<file path="config.mk">
export PLATFORM = sky130hd
export DESIGN_NAME = wmsd_ctrl
export DESIGN_NICKNAME = d
export VERILOG_FILES = /design/src/rtl/wmsd_pkg.sv /design/src/rtl/wmsd_ctrl.sv
export SDC_FILE = /design/constraint.sdc
export NUM_CORES = 1
export LEC_CHECK = 0
export BUFFER_PORTS_ARGS = -buffer_cell sky130_fd_sc_hd__buf_2
export CELL_PAD_IN_SITES_DETAIL_PLACEMENT = 1
export CELL_PAD_IN_SITES_GLOBAL_PLACEMENT = 1
export CORE_UTILIZATION = 34
export CTS_CLUSTER_DIAMETER = 100
export DETAILED_ROUTE_END_ITERATION = 12
export PLACE_DENSITY_LB_ADDON = 0.08
export SLEW_MARGIN = 20
export SYNTH_ARGS = -nofsm -noshare
export SYNTH_HDL_FRONTEND = slang
export SYNTH_SLANG_ARGS = --single-unit
</file>
<file path="constraint.sdc">
create_clock -name clk -period 1.8 [get_ports clk]
set_input_delay 0.09 -clock clk [delete_from_list [all_inputs] [get_ports clk]]
set_output_delay 0.09 -clock clk [all_outputs]
set_load 0.05 [all_outputs]
</file>
<file path="src/rtl/wmsd_pkg.sv">
// shared types, constants and codes for the weighted mean / std-dev block
package wmsd_pkg;

  localparam int TABLE_DEPTH = 4096;
  localparam int ADDR_W      = $clog2(TABLE_DEPTH);
  localparam int MAX_MEMBERS = 4096;
  localparam int ID_W        = 13;
  localparam int WGT_W       = 16;
  localparam int VAL_W       = 16;
  localparam int ENTRY_W     = 1 + WGT_W + VAL_W;
  localparam int WSUM_W      = 28;
  localparam int WV_W        = 44;
  localparam int SQ_W        = 60;
  localparam int DIV_STEPS   = 60;
  localparam int SQRT_STEPS  = 30;
  localparam int STEP_W      = 6;

  typedef enum logic [1:0] {
    ACT_LOAD   = 2'd0,
    ACT_MEMBER = 2'd1,
    ACT_EMPTY  = 2'd2,
    ACT_RSVD   = 2'd3
  } action_t;

  typedef enum logic [3:0] {
    ST_IDLE,
    ST_READ,
    ST_MUL,
    ST_ACC,
    ST_DIV_MEAN,
    ST_MEAN,
    ST_DIV_SQ,
    ST_VAR,
    ST_SQRT,
    ST_EMIT
  } state_t;

  typedef struct packed {
    logic [1:0]        action;
    logic [12:0]       entry_id;
    logic [15:0]       entry_weight;
    logic signed [15:0] entry_value;
    logic              entry_missing;
    logic [23:0]       cell_id;
    logic              last;
  } in_word_t;

  typedef struct packed {
    logic [23:0]        out_cell_id;
    logic [12:0]        member_count;
    logic               has_data;
    logic signed [15:0] mean;
    logic [27:0]        weight_sum;
    logic [15:0]        std_dev;
    logic               zero_weight;
    logic               id_overflow;
  } out_word_t;

  typedef struct packed {
    logic load_wr;
    logic member_start;
    logic empty_start;
    logic mul1;
    logic mul2;
    logic acc;
    logic div_mean_load;
    logic div_step;
    logic mean_calc;
    logic var_calc;
    logic sqrt_step;
    logic emit;
    logic emit_empty;
  } cmd_t;

  typedef struct packed {
    logic wt_zero;
    logic out_free;
  } stat_t;

endpackage

</file>
<file path="src/rtl/wmsd_ctrl.sv">
// controller state machine sequencing loads, members and the final statistics
module wmsd_ctrl (
  input  logic              clk,
  input  logic              rst_n,
  input  logic              in_valid,
  input  logic [1:0]        in_action,
  input  logic              in_last,
  input  wmsd_pkg::stat_t   stat,
  output logic              in_stall,
  output wmsd_pkg::cmd_t    cmd
);

  wmsd_pkg::state_t             state_r, state_nxt;
  logic [wmsd_pkg::STEP_W-1:0]  step_r, step_nxt;
  logic                         last_r, last_nxt;
  logic                         empty_r, empty_nxt;

  // state register
  always_ff @(posedge clk) begin
    if (!rst_n) begin
      state_r <= wmsd_pkg::ST_IDLE;
      step_r  <= '0;
      last_r  <= 1'b0;
      empty_r <= 1'b0;
    end else begin
      state_r <= state_nxt;
      step_r  <= step_nxt;
      last_r  <= last_nxt;
      empty_r <= empty_nxt;
    end
  end

  // next state and commands
  always_comb begin
    state_nxt = state_r;
    step_nxt  = step_r;
    last_nxt  = last_r;
    empty_nxt = empty_r;
    cmd       = '0;
    in_stall  = (state_r != wmsd_pkg::ST_IDLE);
    unique case (state_r)
      wmsd_pkg::ST_IDLE: begin
        if (in_valid) begin
          unique case (in_action)
            wmsd_pkg::ACT_LOAD: begin
              cmd.load_wr = 1'b1;
            end
            wmsd_pkg::ACT_MEMBER: begin
              cmd.member_start = 1'b1;
              last_nxt         = in_last;
              empty_nxt        = 1'b0;
              state_nxt        = wmsd_pkg::ST_READ;
            end
            wmsd_pkg::ACT_EMPTY: begin
              cmd.empty_start = 1'b1;
              empty_nxt       = 1'b1;
              state_nxt       = wmsd_pkg::ST_EMIT;
            end
            default: begin
            end
          endcase
        end
      end
      wmsd_pkg::ST_READ: begin
        cmd.mul1  = 1'b1;
        state_nxt = wmsd_pkg::ST_MUL;
      end
      wmsd_pkg::ST_MUL: begin
        cmd.mul2  = 1'b1;
        state_nxt = wmsd_pkg::ST_ACC;
      end
      wmsd_pkg::ST_ACC: begin
        cmd.acc = 1'b1;
        priority if (!last_r) begin
          state_nxt = wmsd_pkg::ST_IDLE;
        end else if (stat.wt_zero) begin
          state_nxt = wmsd_pkg::ST_EMIT;
        end else begin
          cmd.div_mean_load = 1'b1;
          step_nxt          = '0;
          state_nxt         = wmsd_pkg::ST_DIV_MEAN;
        end
      end
      wmsd_pkg::ST_DIV_MEAN: begin
        cmd.div_step = 1'b1;
        if (step_r == wmsd_pkg::STEP_W'(wmsd_pkg::DIV_STEPS - 1)) begin
          state_nxt = wmsd_pkg::ST_MEAN;
        end else begin
          step_nxt = step_r + 1'b1;
        end
      end
      wmsd_pkg::ST_MEAN: begin
        cmd.mean_calc = 1'b1;
        step_nxt      = '0;
        state_nxt     = wmsd_pkg::ST_DIV_SQ;
      end
      wmsd_pkg::ST_DIV_SQ: begin
        cmd.div_step = 1'b1;
        if (step_r == wmsd_pkg::STEP_W'(wmsd_pkg::DIV_STEPS - 1)) begin
          state_nxt = wmsd_pkg::ST_VAR;
        end else begin
          step_nxt = step_r + 1'b1;
        end
      end
      wmsd_pkg::ST_VAR: begin
        cmd.var_calc = 1'b1;
        step_nxt     = '0;
        state_nxt    = wmsd_pkg::ST_SQRT;
      end
      wmsd_pkg::ST_SQRT: begin
        cmd.sqrt_step = 1'b1;
        if (step_r == wmsd_pkg::STEP_W'(wmsd_pkg::SQRT_STEPS - 1)) begin
          state_nxt = wmsd_pkg::ST_EMIT;
        end else begin
          step_nxt = step_r + 1'b1;
        end
      end
      wmsd_pkg::ST_EMIT: begin
        if (stat.out_free) begin
          cmd.emit       = 1'b1;
          cmd.emit_empty = empty_r;
          empty_nxt      = 1'b0;
          state_nxt      = wmsd_pkg::ST_IDLE;
        end
      end
      default: begin
        state_nxt = wmsd_pkg::ST_IDLE;
      end
    endcase
  end

endmodule

</file>
# Yosys cells after proc, flatten, opt, wreduce, memory -nomap -nowiden
# Index checks and enable logic that the tools add are counted.
# word_totals
output_inout_bits	14
regBits	12
word_cells	73
# classes
reduce_logical	11
eq_ne	23
n_addsub	1
mux	34
# ops
op	count
$pmux W4 S10	1
$mux W4	7
$mux W6	4
$pmux W6 S4	1
$ne A2 B2 Y1 const B	9
$eq A4 B3 Y1 const B	4
$mux W1	13
$eq A4 B2 Y1 const B	2
$eq A4 B4 Y1 const B	2
$pmux W4 S2	1
$reduce_bool A4 Y1	2
$add A6 B1 Y6 const B	1
$eq A6 B5 Y1 const B	1
$eq A6 B6 Y1 const B	1
$mux W2	3
$mux W3	2
$reduce_and A6 Y1	1
$reduce_and A5 Y1	1
$eq A4 B1 Y1 const B	1
$logic_not A4 Y1	1
$pmux W1 S2	2
$reduce_and A4 Y1	1
$reduce_or A2 Y1	2
$ne A3 B1 Y1 const B	1
5 further kinds	5

# Longest topological paths before layout
# logic_depth
ltp_word	4
depth_mapped	6
depth_no_buf	6

# Worst setup path after synthesis
# Ideal clock, no wire load.
# synth_timing
kind	flip-flop to output port
from	register state_r[2]
to	output port cmd[0] (netlist bit)
arrival_ns	2.481
path_buffers	1
slack_ns	-0.771
stages_incl_launch_ff	5
t_required_ns	1.710
path_cell_list	dfxtp_1 -> clkbuf_1 -> or2_2 -> nor3_1 -> and2_1
# synth_lines
element	line	rtl
from (decl)	wmsd_ctrl.sv:13	wmsd_pkg::state_t state_r, state_nxt;
from (signal assigned)	wmsd_ctrl.sv:21	state_r <= wmsd_pkg::ST_IDLE;
from (signal assigned)	wmsd_ctrl.sv:26	state_r <= state_nxt;
to (decl)	wmsd_ctrl.sv:10	output wmsd_pkg::cmd_t cmd

==> metrics <==
Slew @ Worst Pin=a little under 0.6 ns; gr usage total=0.184; Avg Vias per Cell=5.62; first-pass GRT wire length=about 3.8 mm; crit path time final=1.71 ns; Period Utilization, post-route=0.953; pin count of the biggest net entering global routing=15; Hold WS=between 0.06 and 0.07 ns; Worst setup EP type=output pin; cell mode on critical path=buf_4; Sw Ratio=0.474; Hold Crit Class=input pin to flop; Pint=0.644 mW; Routed WL=2.39 mm; flop2flop setup slack=roughly 0.10 ns; total grt overflow=0; Pwr Density=1080 nW/um^2; Area after DPL=between 1000 and 1500 um^2; CTS tree=yes; area delta synth->final=24.9%; sequential share of power=0.270; Seq/Total Area, Yosys=0.264; syn avg cell area=7.85 um^2; Detailed Routing Iterations Pass 1=4; fraction of layout cells with a size suffix above 1=0.300; number of synthesized flops with an enable pin=0; via count=roughly 960; Die X=53.8 um; Syn Inst Count=between 100 and 150; Final setup viols=0; Synth area leaders=dfxtp_1 26%, ha_1 6.9%, nand2_1 4.9%; # diodes=0; Post-Syn Area=just over 900 um^2; Async SR Flop Fraction=0; root buffer cell=clkbuf_4; GPL Wtd Cong=0.846; Skew-Pair Late Insertion Delay=0.28 ns; critical path's slowest cell=dfxtp_1; Clk pin slew, worst setup/hold paths=~0.07 ns; status=finished, final reports clean; fin nets=about 150; VDD IR max=~0.54 mV; final hold vios=0; Max FO, Critical Path=13; antenna-violating nets left=0; cts hold-fix bufs=0; total clock buffers created by CTS=3; cells along the critical path=buf_4 -> nor4_2 -> buf_4 -> and3_1 -> clkbuf_4; Max clock buf depth=2; RSZ-0062 raised after global routing=yes; LEAKAGE=between 0.4 and 0.5 nW; synth cell count leaders=12 x dfxtp_1, 12 x nand2_1, 8 x inv_1; Crit path required time=1.71 ns; IO Count=22; Initial Utilization=0.364; main flop type after synthesis=dfxtp_1; Yosys warnings=0; setup tns final=0 ns; Final Slew Violations=0; post-synth net total=129; Pwr Total=approximately 1.2 mW; CTS H-tree lvls=1; Yosys top cell by area=dfxtp_1; startpoint types=flop; Psw=0.580 mW; crit path kind=flop to output pin; DRC viols=0; # rows=18; Clock Skews=around 0.0044 ns; combinational share of power=0.549; DR iter-0 viols=13; Die ar.=2890 um^2; Max Cap Viol=0; number of global-route vias before repair=855; critical path's largest stage delay=roughly 0.33 ns; area fraction of the dominant cell type after synthesis=0.264; average wire per standard cell=approximately 14 um; Core Region=2500 um^2; Rel. slew slack=0.600; Die Y-Extent=53.8 um; Clock Power Share=0.181; Max Fclk=between 500 and 600 MHz; post-DP HPWL=approximately 1.8 mm; register bit total from synthesis=12; Synth cell types=45; fin area=approximately 1100 um^2; clk sinks=12; initial antenna violation count=0; critical path arrival=~1.6 ns; IO buf count=21
-- critical path, delay by kind of cell, from the launching register on --
kind,cells,cell delay (ns)
and+or+nand+nor,2,0.44
DFF,1,0.33
buffers and inverters,3,0.58
-- final timing paths --
kind / from / end / cells after the start
max: state_r[3] / cmd[12] / 5
min: in_last / last_r / 3
max reg2reg: state_r[0] / step_r[3] / 4
min reg2reg: step_r[1] / step_r[1] / 2
-- cell type report --
type	instances	area [um^2]
inverters	9	36.3
flip-flops and latches	12	240
clock buffers	4	36.3
fillers	325	1360
well taps	30	37.5
multi-input cells	89	627
repair buffers	26	160
-- metrics by stage --
step | std cells | setup WS (ns) | utilization
6_report | 170 | 0.0853 | 0.455
5_1_grt | 170 | -0.0190 | 0.455
4_1_cts | 170 | 0.0255 | 0.447
3_5_place_dp | 166 | 0.125 | 0.431
3_3_place_gp | 166 | 0.156 | 0.431
2_1_floorplan | 116 | -0.303 | -
-- power groups by stage --
| stage | combinational, mW | clock [mW] | sequential, mW |
|---|---|---|---|
| detailed placement | 0.656 | 0 | 0.334 |
| finish | 0.672 | 0.222 | 0.330 |
| floorplan | 0.520 | 0 | 0.316 |
| CTS | 0.661 | 0.225 | 0.328 |
| global placement | 0.655 | 0 | 0.333 |
| global route | 0.727 | 0.239 | 0.337 |
-- sequential cells by signal, indices dropped and copies added, names as in the netlist --
| register | flops |
|---|---|
| step_r | 6 |
| state_r | 4 |
| empty_r | 1 |
| last_r | 1 |
-- cell families after synthesis --
family                     count (synthesis)  share of synthesized area
and+or+nand+nor                           53                      0.349
AOI/OAI and AO/OA                         27                      0.205
buffers and inverters                     15                     0.0714
DFF                                       12                      0.264
adders and majority gates                  5                     0.0687
muxes                                      3                     0.0330
xor gates and xnor gates                   1                    0.00962
-- layer usage --
| layer | up-vias | global-route usage | routed length (um) |
|---|---|---|---|
| met5 | - | 0 | 0 |
| met4 | 0 | 0.0263 | 6 |
| met3 | 2 | 0.0593 | 101 |
| met2 | 17 | 0.270 | 1040 |
| met1 | 460 | 0.264 | 1240 |
| li1 | 476 | - | - |
-- cell usage in the layout, fill, tap and decap left out, types with 2 or more instances in the layout --
cell / instances
nor2b_1: 2
o21ai_0: 3
a22oi_1: 2
buf_6: 2
ha_1: 5
nor2_1: 4
buf_2: 17
nor3_2: 2
a21oi_1: 7
and2_1: 2
clkbuf_4: 5
nor3_1: 4
buf_4: 5
mux2i_1: 3
and3_1: 4
nand3_1: 4
o31ai_1: 3
o32ai_1: 3
inv_1: 8
nand2_1: 12
dfxtp_1: 12
nand2b_1: 2
nand4_1: 2
-- timing repair --
item	4_1_cts	5_1_grt
buffers inserted	0	0
gates resized for setup	2	5
setup endpoints to repair	2	4
pin swaps	0	1
(Power assumes the default switching activity.)
